<file path="src/hdl/urav_pkg.sv">
// ----------------------------------------------------------------------------
// urav_pkg
// Shared widths, register map and reset values of the echo range averager.
// ----------------------------------------------------------------------------
package urav_pkg;

   localparam int ECHO_BITS    = 14;
   localparam int DIST_BITS    = 17;
   localparam int SUM_BITS     = 21;
   localparam int CNT_BITS     = 5;
   localparam int MIND_BITS    = 16;
   localparam int SCALE_BITS   = 11;
   localparam int PROD_BITS    = ECHO_BITS + SCALE_BITS;
   localparam int FRAC_BITS    = 8;
   localparam int MUL_CNT_BITS = $clog2(ECHO_BITS);
   localparam int DIV_CNT_BITS = $clog2(SUM_BITS);
   localparam int ADDR_BITS    = 4;
   localparam int DATA_BITS    = 32;

   localparam logic [SCALE_BITS-1:0] SCALE_Q8     = 11'd1124;
   localparam logic [CNT_BITS-1:0]   MAX_ATTEMPTS = 5'd16;

   localparam logic [ECHO_BITS-1:0] TIMEOUT_RESET = 14'd12000;
   localparam logic [MIND_BITS-1:0] MIND_RESET    = 16'd256;
   localparam logic [CNT_BITS-1:0]  APW_RESET     = 5'd10;

   typedef enum logic [1:0] {
      REG_TIMEOUT = 2'd0,
      REG_MIN_DIST = 2'd1,
      REG_ATTEMPTS = 2'd2
   } reg_index_type;

   typedef struct packed {
      logic busy;
      logic done;
   } div_stat_type;

endpackage

</file>
<file path="src/hdl/urav_req_if.sv">
// ----------------------------------------------------------------------------
// urav_req_if
// Request channel: one echo width per request.
// ----------------------------------------------------------------------------
interface urav_req_if;
   logic                           valid;
   logic                           ready;
   logic [urav_pkg::ECHO_BITS-1:0] echo_us;

   modport source (output valid, output echo_us, input ready);
   modport sink (input valid, input echo_us, output ready);
endinterface

</file>
<file path="src/hdl/urav_rsp_if.sv">
// ----------------------------------------------------------------------------
// urav_rsp_if
// Response channel: one window summary per response.
// ----------------------------------------------------------------------------
interface urav_rsp_if;
   logic                           valid;
   logic                           ready;
   logic                           range_valid;
   logic [urav_pkg::CNT_BITS-1:0]  accepted_count;
   logic [urav_pkg::DIST_BITS-1:0] avg_distance_q8;
   logic [urav_pkg::DIST_BITS-1:0] min_distance_seen_q8;
   logic [urav_pkg::DIST_BITS-1:0] max_distance_seen_q8;

   modport source (output valid, output range_valid, output accepted_count,
                   output avg_distance_q8, output min_distance_seen_q8,
                   output max_distance_seen_q8, input ready);
   modport sink (input valid, input range_valid, input accepted_count,
                 input avg_distance_q8, input min_distance_seen_q8,
                 input max_distance_seen_q8, output ready);
endinterface

</file>
<file path="src/hdl/ultrasonic_echo_range_averager.sv">
// ----------------------------------------------------------------------------
// ultrasonic_echo_range_averager: windowed echo range statistics.
// Ready is low while a request runs the serial multiply in S_MUL and one update in S_EVAL.
// A closing request waits in S_CLOSE on a pending response; a nonempty window then uses S_DIV.
// Synchronous reset restores register defaults and empties the window.
// ----------------------------------------------------------------------------
module ultrasonic_echo_range_averager (
   input  logic                           clock,
   input  logic                           reset,
   urav_req_if.sink                       req_ch,
   urav_rsp_if.source                     rsp_ch,
   input  logic                           psel,
   input  logic                           penable,
   input  logic                           pwrite,
   input  logic [urav_pkg::ADDR_BITS-1:0] paddr,
   input  logic [urav_pkg::DATA_BITS-1:0] pwdata,
   output logic [urav_pkg::DATA_BITS-1:0] prdata,
   output logic                           pready
);

   typedef enum logic [2:0] {
      S_IDLE,
      S_MUL,
      S_EVAL,
      S_CLOSE,
      S_DIV
   } state_type;

   state_type                         state_ff, state_in;
   logic [urav_pkg::ECHO_BITS-1:0]    timeout_ff, timeout_in;
   logic [urav_pkg::MIND_BITS-1:0]    mind_ff, mind_in;
   logic [urav_pkg::CNT_BITS-1:0]     apw_ff, apw_in;
   logic [urav_pkg::PROD_BITS-1:0]    prod_ff, prod_in;
   logic [urav_pkg::MUL_CNT_BITS-1:0] mcnt_ff, mcnt_in;
   logic                              ok_ff, ok_in;
   logic [urav_pkg::CNT_BITS-1:0]     attempt_ff, attempt_in;
   logic [urav_pkg::CNT_BITS-1:0]     good_ff, good_in;
   logic [urav_pkg::SUM_BITS-1:0]     sum_ff, sum_in;
   logic [urav_pkg::DIST_BITS-1:0]    min_ff, min_in;
   logic [urav_pkg::DIST_BITS-1:0]    max_ff, max_in;
   logic                              rvalid_ff, rvalid_in;
   logic                              rrange_ff, rrange_in;
   logic [urav_pkg::CNT_BITS-1:0]     rcnt_ff, rcnt_in;
   logic [urav_pkg::DIST_BITS-1:0]    ravg_ff, ravg_in;
   logic [urav_pkg::DIST_BITS-1:0]    rmin_ff, rmin_in;
   logic [urav_pkg::DIST_BITS-1:0]    rmax_ff, rmax_in;

   logic                                  wr_en;
   logic [urav_pkg::PROD_BITS-urav_pkg::ECHO_BITS:0] mul_sum;
   logic [urav_pkg::DIST_BITS-1:0]        dist_q8;
   logic                                  take;
   logic [urav_pkg::SUM_BITS:0]           sum_add;
   logic [urav_pkg::CNT_BITS-1:0]         win_len;
   logic [urav_pkg::CNT_BITS-1:0]         attempt_nx;
   logic                                  div_start;
   urav_pkg::div_stat_type                div_stat;
   logic [urav_pkg::SUM_BITS-1:0]         div_quo;

   urav_div u_div (
      .clock    (clock),
      .reset    (reset),
      .start    (div_start),
      .dividend (sum_ff),
      .divisor  (good_ff),
      .stat     (div_stat),
      .quotient (div_quo)
   );

   assign pready = 1'b1;
   assign wr_en  = psel && penable && pwrite;

   always_comb begin
      case (paddr[3:2])
         urav_pkg::REG_TIMEOUT:  prdata = urav_pkg::DATA_BITS'(timeout_ff);
         urav_pkg::REG_MIN_DIST: prdata = urav_pkg::DATA_BITS'(mind_ff);
         urav_pkg::REG_ATTEMPTS: prdata = urav_pkg::DATA_BITS'(apw_ff);
         default:                prdata = '0;
      endcase
   end

   always_comb begin
      mul_sum = {1'b0, prod_ff[urav_pkg::PROD_BITS-1:urav_pkg::ECHO_BITS]}
              + (prod_ff[0] ? {1'b0, urav_pkg::SCALE_Q8} : '0);
      dist_q8 = prod_ff[urav_pkg::PROD_BITS-1:urav_pkg::FRAC_BITS];
      take    = ok_ff && (dist_q8 >= urav_pkg::DIST_BITS'(mind_ff));
      sum_add = {1'b0, sum_ff} + (urav_pkg::SUM_BITS + 1)'(dist_q8);
      if (apw_ff == '0) begin
         win_len = urav_pkg::CNT_BITS'(1);
      end else if (apw_ff > urav_pkg::MAX_ATTEMPTS) begin
         win_len = urav_pkg::MAX_ATTEMPTS;
      end else begin
         win_len = apw_ff;
      end
      attempt_nx = attempt_ff + 1'b1;
      div_start  = (state_ff == S_CLOSE) && !rvalid_ff && (good_ff != '0);
   end

   always_comb begin
      state_in   = state_ff;
      timeout_in = timeout_ff;
      mind_in    = mind_ff;
      apw_in     = apw_ff;
      prod_in    = prod_ff;
      mcnt_in    = mcnt_ff;
      ok_in      = ok_ff;
      attempt_in = attempt_ff;
      good_in    = good_ff;
      sum_in     = sum_ff;
      min_in     = min_ff;
      max_in     = max_ff;
      rvalid_in  = rvalid_ff;
      rrange_in  = rrange_ff;
      rcnt_in    = rcnt_ff;
      ravg_in    = ravg_ff;
      rmin_in    = rmin_ff;
      rmax_in    = rmax_ff;

      if (wr_en) begin
         case (paddr[3:2])
            urav_pkg::REG_TIMEOUT:  timeout_in = pwdata[urav_pkg::ECHO_BITS-1:0];
            urav_pkg::REG_MIN_DIST: mind_in    = pwdata[urav_pkg::MIND_BITS-1:0];
            urav_pkg::REG_ATTEMPTS: apw_in     = pwdata[urav_pkg::CNT_BITS-1:0];
            default: ;
         endcase
      end

      if (rvalid_ff && rsp_ch.ready) begin
         rvalid_in = 1'b0;
      end

      case (state_ff)
         S_IDLE: begin
            if (req_ch.valid) begin
               prod_in  = urav_pkg::PROD_BITS'(req_ch.echo_us);
               ok_in    = (req_ch.echo_us != '0) && (req_ch.echo_us <= timeout_ff);
               mcnt_in  = '0;
               state_in = S_MUL;
            end
         end
         S_MUL: begin
            prod_in = {mul_sum, prod_ff[urav_pkg::ECHO_BITS-1:1]};
            mcnt_in = mcnt_ff + 1'b1;
            if (mcnt_ff == urav_pkg::MUL_CNT_BITS'(urav_pkg::ECHO_BITS - 1)) begin
               state_in = S_EVAL;
            end
         end
         S_EVAL: begin
            if (take) begin
               good_in = good_ff + 1'b1;
               if (good_ff == '0) begin
                  min_in = dist_q8;
                  max_in = dist_q8;
                  sum_in = urav_pkg::SUM_BITS'(dist_q8);
               end else begin
                  if (dist_q8 < min_ff) min_in = dist_q8;
                  if (dist_q8 > max_ff) max_in = dist_q8;
                  sum_in = sum_add[urav_pkg::SUM_BITS] ? '1
                                                       : sum_add[urav_pkg::SUM_BITS-1:0];
               end
            end
            attempt_in = attempt_nx;
            state_in   = (attempt_nx >= win_len) ? S_CLOSE : S_IDLE;
         end
         S_CLOSE: begin
            if (!rvalid_ff) begin
               rrange_in  = good_ff != '0;
               rcnt_in    = good_ff;
               rmin_in    = min_ff;
               rmax_in    = max_ff;
               ravg_in    = '0;
               attempt_in = '0;
               good_in    = '0;
               sum_in     = '0;
               min_in     = '0;
               max_in     = '0;
               if (good_ff != '0) begin
                  state_in = S_DIV;
               end else begin
                  rvalid_in = 1'b1;
                  state_in  = S_IDLE;
               end
            end
         end
         S_DIV: begin
            if (div_stat.done) begin
               ravg_in   = div_quo[urav_pkg::DIST_BITS-1:0];
               rvalid_in = 1'b1;
               state_in  = S_IDLE;
            end
         end
         default: state_in = S_IDLE;
      endcase
   end

   always_ff @(posedge clock) begin
      if (reset) begin
         state_ff   <= S_IDLE;
         timeout_ff <= urav_pkg::TIMEOUT_RESET;
         mind_ff    <= urav_pkg::MIND_RESET;
         apw_ff     <= urav_pkg::APW_RESET;
         prod_ff    <= '0;
         mcnt_ff    <= '0;
         ok_ff      <= 1'b0;
         attempt_ff <= '0;
         good_ff    <= '0;
         sum_ff     <= '0;
         min_ff     <= '0;
         max_ff     <= '0;
         rvalid_ff  <= 1'b0;
         rrange_ff  <= 1'b0;
         rcnt_ff    <= '0;
         ravg_ff    <= '0;
         rmin_ff    <= '0;
         rmax_ff    <= '0;
      end else begin
         state_ff   <= state_in;
         timeout_ff <= timeout_in;
         mind_ff    <= mind_in;
         apw_ff     <= apw_in;
         prod_ff    <= prod_in;
         mcnt_ff    <= mcnt_in;
         ok_ff      <= ok_in;
         attempt_ff <= attempt_in;
         good_ff    <= good_in;
         sum_ff     <= sum_in;
         min_ff     <= min_in;
         max_ff     <= max_in;
         rvalid_ff  <= rvalid_in;
         rrange_ff  <= rrange_in;
         rcnt_ff    <= rcnt_in;
         ravg_ff    <= ravg_in;
         rmin_ff    <= rmin_in;
         rmax_ff    <= rmax_in;
      end
   end

   assign req_ch.ready                = state_ff == S_IDLE;
   assign rsp_ch.valid                = rvalid_ff;
   assign rsp_ch.range_valid          = rrange_ff;
   assign rsp_ch.accepted_count       = rcnt_ff;
   assign rsp_ch.avg_distance_q8      = ravg_ff;
   assign rsp_ch.min_distance_seen_q8 = rmin_ff;
   assign rsp_ch.max_distance_seen_q8 = rmax_ff;

endmodule

</file>
<file path="src/hdl/urav_div.sv">
// ----------------------------------------------------------------------------
// urav_div
// Restoring radix-2 divider, one quotient bit per cycle.
// ----------------------------------------------------------------------------
module urav_div (
   input  logic                          clock,
   input  logic                          reset,
   input  logic                          start,
   input  logic [urav_pkg::SUM_BITS-1:0] dividend,
   input  logic [urav_pkg::CNT_BITS-1:0] divisor,
   output urav_pkg::div_stat_type        stat,
   output logic [urav_pkg::SUM_BITS-1:0] quotient
);

   logic [urav_pkg::SUM_BITS-1:0]     quo_ff, quo_in;
   logic [urav_pkg::CNT_BITS-1:0]     rem_ff, rem_in;
   logic [urav_pkg::CNT_BITS-1:0]     dvs_ff, dvs_in;
   logic [urav_pkg::DIV_CNT_BITS-1:0] cnt_ff, cnt_in;
   logic                              busy_ff, busy_in;
   logic                              done_ff, done_in;
   logic [urav_pkg::CNT_BITS:0]       trial;
   logic [urav_pkg::CNT_BITS:0]       diff;
   logic                              fits;

   always_comb begin
      trial  = {rem_ff, quo_ff[urav_pkg::SUM_BITS-1]};
      diff   = trial - {1'b0, dvs_ff};
      fits   = trial >= {1'b0, dvs_ff};
      quo_in  = quo_ff;
      rem_in  = rem_ff;
      dvs_in  = dvs_ff;
      cnt_in  = cnt_ff;
      busy_in = busy_ff;
      done_in = 1'b0;
      if (start) begin
         quo_in  = dividend;
         rem_in  = '0;
         dvs_in  = divisor;
         cnt_in  = '0;
         busy_in = 1'b1;
      end else if (busy_ff) begin
         quo_in = {quo_ff[urav_pkg::SUM_BITS-2:0], fits};
         rem_in = fits ? diff[urav_pkg::CNT_BITS-1:0] : trial[urav_pkg::CNT_BITS-1:0];
         cnt_in = cnt_ff + 1'b1;
         if (cnt_ff == urav_pkg::DIV_CNT_BITS'(urav_pkg::SUM_BITS - 1)) begin
            busy_in = 1'b0;
            done_in = 1'b1;
         end
      end
   end

   always_ff @(posedge clock) begin
      if (reset) begin
         quo_ff  <= '0;
         rem_ff  <= '0;
         dvs_ff  <= '0;
         cnt_ff  <= '0;
         busy_ff <= 1'b0;
         done_ff <= 1'b0;
      end else begin
         quo_ff  <= quo_in;
         rem_ff  <= rem_in;
         dvs_ff  <= dvs_in;
         cnt_ff  <= cnt_in;
         busy_ff <= busy_in;
         done_ff <= done_in;
      end
   end

   assign stat.busy = busy_ff;
   assign stat.done = done_ff;
   assign quotient  = quo_ff;

endmodule

</file>
<file path="src/flat_wrapper.sv">
// flat-port wrapper written by rule: the top's interface ports become plain ports
module ultrasonic_echo_range_averager_flat 
  (clock, reset, psel, penable, pwrite, paddr, pwdata, prdata, pready, req_ch_valid, req_ch_echo_us, req_ch_ready, rsp_ch_valid, rsp_ch_range_valid, rsp_ch_accepted_count, rsp_ch_avg_distance_q8, rsp_ch_min_distance_seen_q8, rsp_ch_max_distance_seen_q8, rsp_ch_ready);
  urav_req_if req_ch_i ();
  urav_rsp_if rsp_ch_i ();
  input  logic clock;
  input  logic reset;
  input  logic psel;
  input  logic penable;
  input  logic pwrite;
  input  logic [urav_pkg::ADDR_BITS-1:0] paddr;
  input  logic [urav_pkg::DATA_BITS-1:0] pwdata;
  output logic [urav_pkg::DATA_BITS-1:0] prdata;
  output logic pready;
  input wire logic [$bits(req_ch_i.valid)-1:0] req_ch_valid;
  input wire logic [$bits(req_ch_i.echo_us)-1:0] req_ch_echo_us;
  output wire logic [$bits(req_ch_i.ready)-1:0] req_ch_ready;
  output wire logic [$bits(rsp_ch_i.valid)-1:0] rsp_ch_valid;
  output wire logic [$bits(rsp_ch_i.range_valid)-1:0] rsp_ch_range_valid;
  output wire logic [$bits(rsp_ch_i.accepted_count)-1:0] rsp_ch_accepted_count;
  output wire logic [$bits(rsp_ch_i.avg_distance_q8)-1:0] rsp_ch_avg_distance_q8;
  output wire logic [$bits(rsp_ch_i.min_distance_seen_q8)-1:0] rsp_ch_min_distance_seen_q8;
  output wire logic [$bits(rsp_ch_i.max_distance_seen_q8)-1:0] rsp_ch_max_distance_seen_q8;
  input wire logic [$bits(rsp_ch_i.ready)-1:0] rsp_ch_ready;
  assign req_ch_i.valid = req_ch_valid;
  assign req_ch_i.echo_us = req_ch_echo_us;
  assign req_ch_ready = req_ch_i.ready;
  assign rsp_ch_valid = rsp_ch_i.valid;
  assign rsp_ch_range_valid = rsp_ch_i.range_valid;
  assign rsp_ch_accepted_count = rsp_ch_i.accepted_count;
  assign rsp_ch_avg_distance_q8 = rsp_ch_i.avg_distance_q8;
  assign rsp_ch_min_distance_seen_q8 = rsp_ch_i.min_distance_seen_q8;
  assign rsp_ch_max_distance_seen_q8 = rsp_ch_i.max_distance_seen_q8;
  assign rsp_ch_i.ready = rsp_ch_ready;
  ultrasonic_echo_range_averager u_core (.clock(clock), .reset(reset), .req_ch(req_ch_i), .rsp_ch(rsp_ch_i), .psel(psel), .penable(penable), .pwrite(pwrite), .paddr(paddr), .pwdata(pwdata), .prdata(prdata), .pready(pready));
endmodule
</file>
<file path="config.mk">
export PLATFORM = sky130hd
export DESIGN_NAME = ultrasonic_echo_range_averager_flat
export DESIGN_NICKNAME = d
export VERILOG_FILES = /design/src/hdl/urav_pkg.sv /design/src/hdl/urav_req_if.sv /design/src/hdl/urav_rsp_if.sv /design/src/hdl/ultrasonic_echo_range_averager.sv /design/src/hdl/urav_div.sv /design/src/flat_wrapper.sv
export SDC_FILE = /design/constraint.sdc
export NUM_CORES = 1
export LEC_CHECK = 0
export ABC_AREA = 1
export BUFFER_PORTS_ARGS = -buffer_cell sky130_fd_sc_hd__buf_4
export CAP_MARGIN = 10
export CORE_MARGIN = 2
export CORE_UTILIZATION = 25
export CTS_BUF_LIST = sky130_fd_sc_hd__clkbuf_16
export DETAILED_ROUTE_END_ITERATION = 6
export GPL_TIMING_DRIVEN = 0
export HOLD_SLACK_MARGIN = 0.02
export PLACE_DENSITY_LB_ADDON = 0.15
export SLEW_MARGIN = 0
export SYNTH_ARGS = -nofsm -noshare
export SYNTH_HDL_FRONTEND = slang
export SYNTH_SLANG_ARGS = --single-unit
</file>
<file path="constraint.sdc">
create_clock -name clock -period 4.4 [get_ports clock]
set_input_delay 0.66 -clock clock [delete_from_list [all_inputs] [get_ports clock]]
set_output_delay 0.66 -clock clock [all_outputs]
set_load 0.02 [all_outputs]
</file>
Word level (Yosys, flattened, before mapping)
Index checks and enable logic that the tools add are counted.
{ "word_totals": {"out_inout_bits": 92, "ff_bits": 229, "word_cells": 134, "in_bits": 57} }
{ "op_classes": {"add_sub_neg": 7, "eq_ne": 15, "n_lt_le_gt_ge": 7, "n_reduce_logical": 32, "mux": 47, "bitwise_logic": 2} }
{ "op_table": {"columns": ["cell", "n"], "rows": [
  ["$mux W17", 8],
  ["$mux W21", 6],
  ["$pmux W17 S2", 3],
  ["$pmux W25 S2", 1],
  ["$pmux W16 S3", 1],
  ["$pmux W21 S2", 1],
  ["$mux W25", 1],
  ["$mux W5", 5],
  ["$add A21 B17 Y22", 1],
  ["$pmux W5 S2", 2],
  ["$ge A17 B16 Y1", 1],
  ["$gt A17 B17 Y1", 1],
  ["$lt A17 B17 Y1", 1],
  ["$add A5 B1 Y5 const B", 3],
  ["$mux W3", 5],
  ["$pmux W3 S5", 1],
  ["$le A14 B14 Y1", 1],
  ["$reduce_and A2 Y1", 7],
  ["$reduce_bool A14 Y1", 1],
  ["$add A11 B12 Y12", 1],
  ["$reduce_and A4 Y1", 3],
  ["$mux W11", 1],
  ["$logic_not A5 Y1", 2],
  ["$mux W1", 8],
  ["29 further kinds", 45]
]} }

Longest topological paths before layout
{ "logic_depth": {"ltp_word": 6, "ltp_mapped": 17, "mapped_depth_nobuf": 16} }

Modules after synthesis
A second synthesis with hierarchy kept.
{ "hier_totals": {"cells_unflattened": 1905, "area_unflattened_um2": 13031.2} }
{ "modules_own_cells": {"columns": ["module", "seq_area_each_um2", "area_per_inst_um2", "instances", "cells_per_inst"], "rows": [
  ["ultrasonic_echo_range_averager", 3823.7, 11051.8, 1, 1632],
  ["urav_div", 760.7, 1979.4, 1, 273]
]} }

Least setup slack after synthesis
No wires, ideal clock.
{ "synth_path": {"kind": "input port to output port", "from": "input paddr[2] (netlist name)", "to": "output prdata[10] (netlist name)", "slack_ns": 2.249, "arrival_ns": 1.491, "t_required_ns": 3.740, "cell_stages": 5, "path_buffers": 1, "cell_sequence": "inv_1 nor2_1 inv_1 buf_1 o22ai_1"} }
{ "synth_between": {"elab_chain_cells": 2, "elab_cells_between_ends": 4, "cone_classes": "2 x eq/ne; 1 x mux; 1 x reduce/logical"} }
{ "synth_lines": {"columns": ["item", "line", "source"], "rows": [
  ["start: declaration", "flat_wrapper.sv:11", "input logic [urav_pkg::ADDR_BITS-1:0] paddr;"],
  ["$eq A2 B2 Y1 (tied with other cells)", "ultrasonic_echo_range_averager.sv:73", "case (paddr[3:2])"],
  ["$pmux W16 S3 (*)", "ultrasonic_echo_range_averager.sv:73", null],
  ["end: declaration", "flat_wrapper.sv:13", "output logic [urav_pkg::DATA_BITS-1:0] prdata;"]
]} }
Every way passes the cells marked *; elsewhere a longest branch is shown, timed or not.

Final worst setup path
{ "layout_path": {"from": "register u_core.prod_ff[15] (netlist name)", "to": "register u_core.sum_ff[12] (netlist name)"} }
{ "layout_between": {"elab_chain_cells": 5, "elab_cells_between_ends": 9, "cone_classes": "1 x add/sub; 1 x order compare; 1 x eq/ne; 4 x mux; 2 x reduce/logical"} }
{ "layout_lines": {"columns": ["item", "line", "source"], "rows": [
  ["start: declaration", "ultrasonic_echo_range_averager.sv:33", "logic [urav_pkg::PROD_BITS-1:0] prod_ff, prod_in;"],
  ["start signal: assignment", "ultrasonic_echo_range_averager.sv:220", "prod_ff <= prod_in;"],
  ["$add A21 B17 Y22", "ultrasonic_echo_range_averager.sv:86", "sum_add = {1'b0, sum_ff} + (urav_pkg::SUM_BITS + 1)'(dist_q8);"],
  ["$mux W21", "ultrasonic_echo_range_averager.sv:157", "sum_in = sum_add[urav_pkg::SUM_BITS] ? '1"],
  ["$mux W21", "ultrasonic_echo_range_averager.sv:150", "if (good_ff == '0) begin"],
  ["$mux W21", "ultrasonic_echo_range_averager.sv:148", "if (take) begin"],
  ["$pmux W21 S2", "ultrasonic_echo_range_averager.sv:131", "case (state_ff)"],
  ["end signal: assignment", "ultrasonic_echo_range_averager.sv:225", "sum_ff <= sum_in;"],
  ["end: declaration", "ultrasonic_echo_range_averager.sv:38", "logic [urav_pkg::SUM_BITS-1:0] sum_ff, sum_in;"]
]} }
Several ways; a longest one is shown, not always the timed one. The select of a mux whose other input is x is not followed.
A chain may end at the register's enable or synchronous reset.

==> results by group <==
Status
  – Status: finished clean

Power
  – Sequential fraction of design power: 0.404
  – P_leak: just under 0.007 µW
  – Maximum VDD drop: approximately 0.3 mV
  – Clock power share: 0.409
  – Combinational share of power: 0.187
  – Net switching power: 1773 µW
  – Pint: a little under 4000 µW
  – Switching Fraction: 0.3153
  – P per Cell Area: 368.5 mW/mm²

Die
  – Total Die Area: approximately 0.052 mm²
  – DIE HEIGHT: 228.7 µm
  – Total I/O pin count: about 150
  – Core Region: between 0.04 and 0.05 mm²
  – Initial core utilization: 0.2526
  – Die X: approximately 230 µm
  – Std-Cell Rows: between 80 and 90

Clocking
  – Cts-stage hold buffer count: 0
  – Clk buf depth: 3
  – Worst-path clk slew: around 0.060 ns
  – Setup bufs post-CTS: 0
  – TritonCTS clock tree: yes
  – Clock Tree Root: clkbuf_16
  – # resized after CTS: 0
  – CTS Sinks: ~230
  – CTS H-tree depth: 1
  – Total CTS buffers: 29
  – Worst skew pair latency: between 0.5 and 0.6 ns

Timing
  – Minimum clock period: between 2 and 3 ns
  – Worst Skew: between 0.03 and 0.04 ns
  – Max-slew violation count: 0
  – Worst relative slew slack: 0.4240
  – Setup TNS: 0 ns
  – Hold Violations, Final: 0
  – Final-report setup violation count: 0
  – Unrepaired setup endpoints after global routing: no
  – Final period util: 0.6801
  – Worst Tran Pin Value: ~0.86 ns
  – Achievable Freq: between 300 and 400 MHz

Logic synthesis
  – Post-synthesis sequential area ratio: 0.3632
  – Synthesized cell area: 0.01262 mm²
  – Cell taking the most area after synthesis: dfxtp_1
  – Synth area leaders: dfxtp_1, nand2_1, ha_1, a21oi_1, inv_1
  – Post-Synthesis Cells: between 1500 and 2000
  – Synth Area per Inst: ~6.9 µm²
  – Netlist cell types: 48
  – Area share of the largest cell type after synthesis: 0.3632
  – Synth Flop Type: dfxtp_1
  – Post-synth EDFFs: 0
  – Seq cells post-synth: approximately 230
  – Synth warn: 0
  – Asr flop ratio synth: 0

Critical path
  – WS Path Type: flop to flop
  – CP required: approximately 4.8 ns
  – CP peak stage delay: around 0.75 ns
  – CP Launch Point: u_core.prod_ff[15]$_SDFFE_PP0P_
  – CP max stage cell: dfxtp_1
  – Crit-path most repeated cell: nand2_1
  – Critical Path End Type: flop
  – Worst Path Arrival: approximately 3.4 ns
  – CP startpoint kind: flop
  – CP Max Fanout: 10
  – Critical R2R Launch: u_core.prod_ff[15]$_SDFFE_PP0P_
  – Ordered list of cells on the worst path: ha_1 -> nand2_1 -> inv_1 -> nand2_1 -> nand2_1 -> nand2_1 -> nand2_1 -> nand2_1 -> nand3_1 -> nor2_1 -> buf_2 -> o21ai_0 -> nand3_1 -> a21oi_1

Job
  – Max-Cap Viols: 0

Place
  – Post-Place Cell Area: between 0.01 and 0.015 mm²
  – Final HPWL from detailed placement: approximately 34 mm
  – Dpl cells: ~2600
  – Port buffer count: ~110
  – GP Congestion: ~0.87

Drt
  – Initial DRC count: roughly 730
  – DR pass1 iterations: 4
  – Final wirelength: 44.16 mm
  – Antenna Nets Post-Route: 0
  – WL/cell: around 16 µm
  – Via count: 12062
  – DRC viols: 0
  – Vias per cell: around 4.5

Global routing
  – Antenna violations before repair: 1
  – GR Overflow Total: 0
  – Largest net degree at the start of global routing: 16
  – Global-route wire length before repair: between 60 and 70 mm
  – Global Route Usage Sum: 0.1657
  – Vias in the first global route: 11697

Final layout
  – Area growth from synthesis to layout: 20.88%
  – Post-layout nets: 2147
  – Fill count: roughly 5600
  – Layout cells sized above 1: 0.1071
  – Final Instance Area: between 0.015 and 0.02 mm²
  – Post-layout util: 0.3054
  – Non-Filler Instances: between 2000 and 3000
  – N_diodes: 0

Min path
  – Worst min-delay path class: input port to flop
  – Hold_sp: pwdata[11]
==> synth_stat cells, drive strengths merged, types with 6 or more instances <==
cell type / number
nand2: 478
dfxtp: 229
inv: 222
nor2: 200
a21oi: 183
ha: 102
o21ai: 94
nand3: 77
clkbuf: 46
buf: 41
a31oi: 29
o211ai: 19
nand4: 16
nor3: 15
o22ai: 15
xnor2: 9
xor2: 9
a211oi: 6
==> cell families after synthesis <==
kind of cell,share of synthesized area
AND/OR/NAND/NOR,0.2602
adder cells (fa/ha/maj),0.1043
other,0.0005949
XOR/XNOR,0.01249
buffers and inverters,0.1016
AO/OA/AOI/OAI,0.1577
flip-flops,0.3632
==> worst max-delay path, delay by kind of cell, from the launching register on <==
family | cells | cell delay [ns]
adders and majority gates | 1 | 0.40
DFF | 1 | 0.75
and+or+nand+nor | 9 | 1.10
buffers and inverters | 2 | 0.38
AOI/OAI and AO/OA | 2 | 0.22
==> per-layer routing <==
layer	track usage	share of wire	up-vias
li1	-	-	6240
met1	0.2255	0.48	5512
met2	0.2734	0.45	254
met3	0.02320	0.042	56
met4	0.04514	0.026	0
met5	0	0	-
==> final timing paths <==
| kind | end | slack [ns] | cells past startpoint |
|---|---|---|---|
| max | u_core.sum_ff[12]$_SDFFE_PP0P_ | 1.41 | 14 |
| min | u_core.timeout_ff[11]$_SDFFE_PP1P_ | 0.30 | 3 |
| max reg2reg | u_core.sum_ff[12]$_SDFFE_PP0P_ | 1.41 | 14 |
| min reg2reg | u_core.rsp_ch.range_valid$_SDFFE_PP0P_ | 0.47 | 2 |
==> power by group through the flow <==
| stage | Clock, µW | Combinational (µW) | Sequential (µW) |
|---|---|---|---|
| after floorplan | 0 | 710 | 2300 |
| after global placement | 0 | 1050 | 2310 |
| after detailed placement | 0 | 1060 | 2320 |
| after CTS | 2360 | 1060 | 2270 |
| after global routing | 2450 | 1200 | 2280 |
| final | 2300 | 1050 | 2270 |
==> state kept, by name (all words and copies together), names as in the netlist, 17 cells and up <==
register,count
u_core.prod_ff,25
u_core.sum_ff,21
u_core.u_div.quotient,21
u_core.max_ff,17
u_core.min_ff,17
u_core.rsp_ch.avg_distance_q8,17
u_core.rsp_ch.max_distance_seen_q8,17
u_core.rsp_ch.min_distance_seen_q8,17
==> layout make-up <==
class | count | area, µm² | area share
Multi-Input combinational cell | 1302 | 6813 | 0.4465
Sequential cell | 229 | 4584 | 0.3004
Inverter | 225 | 844.6 | 0.05535
Timing Repair Buffer | 112 | 840.8 | 0.05510
Tap cell | 672 | 840.8 | 0.05510
Clock buffer | 29 | 725.7 | 0.04756
Buffer | 87 | 437.9 | 0.02870
Clock inverter | 24 | 172.7 | 0.01132
==> placed cells by master, fill, tap and decap left out, types with 46 or more instances in the layout <==
cell type,count
clkbuf_1,46
nand2_1,475
o21ai_0,94
inv_1,222
buf_4,129
ha_1,102
nand3_1,75
dfxtp_1,229
a21oi_1,183
nor2_1,193
==> stage by stage <==
step | hold slack [ns] | power (µW) | setup WS [ns]
6_report | 0.3041 | 5623 | 1.407
5_1_grt | 0.3143 | 5927 | 1.187
4_1_cts | 0.2839 | 5697 | 1.426
3_5_place_dp | 0.4574 | 3374 | 1.430
3_3_place_gp | 0.4565 | 3367 | 1.434
2_1_floorplan | 0.4406 | 3007 | 2.249
(Power assumes the default switching activity.)
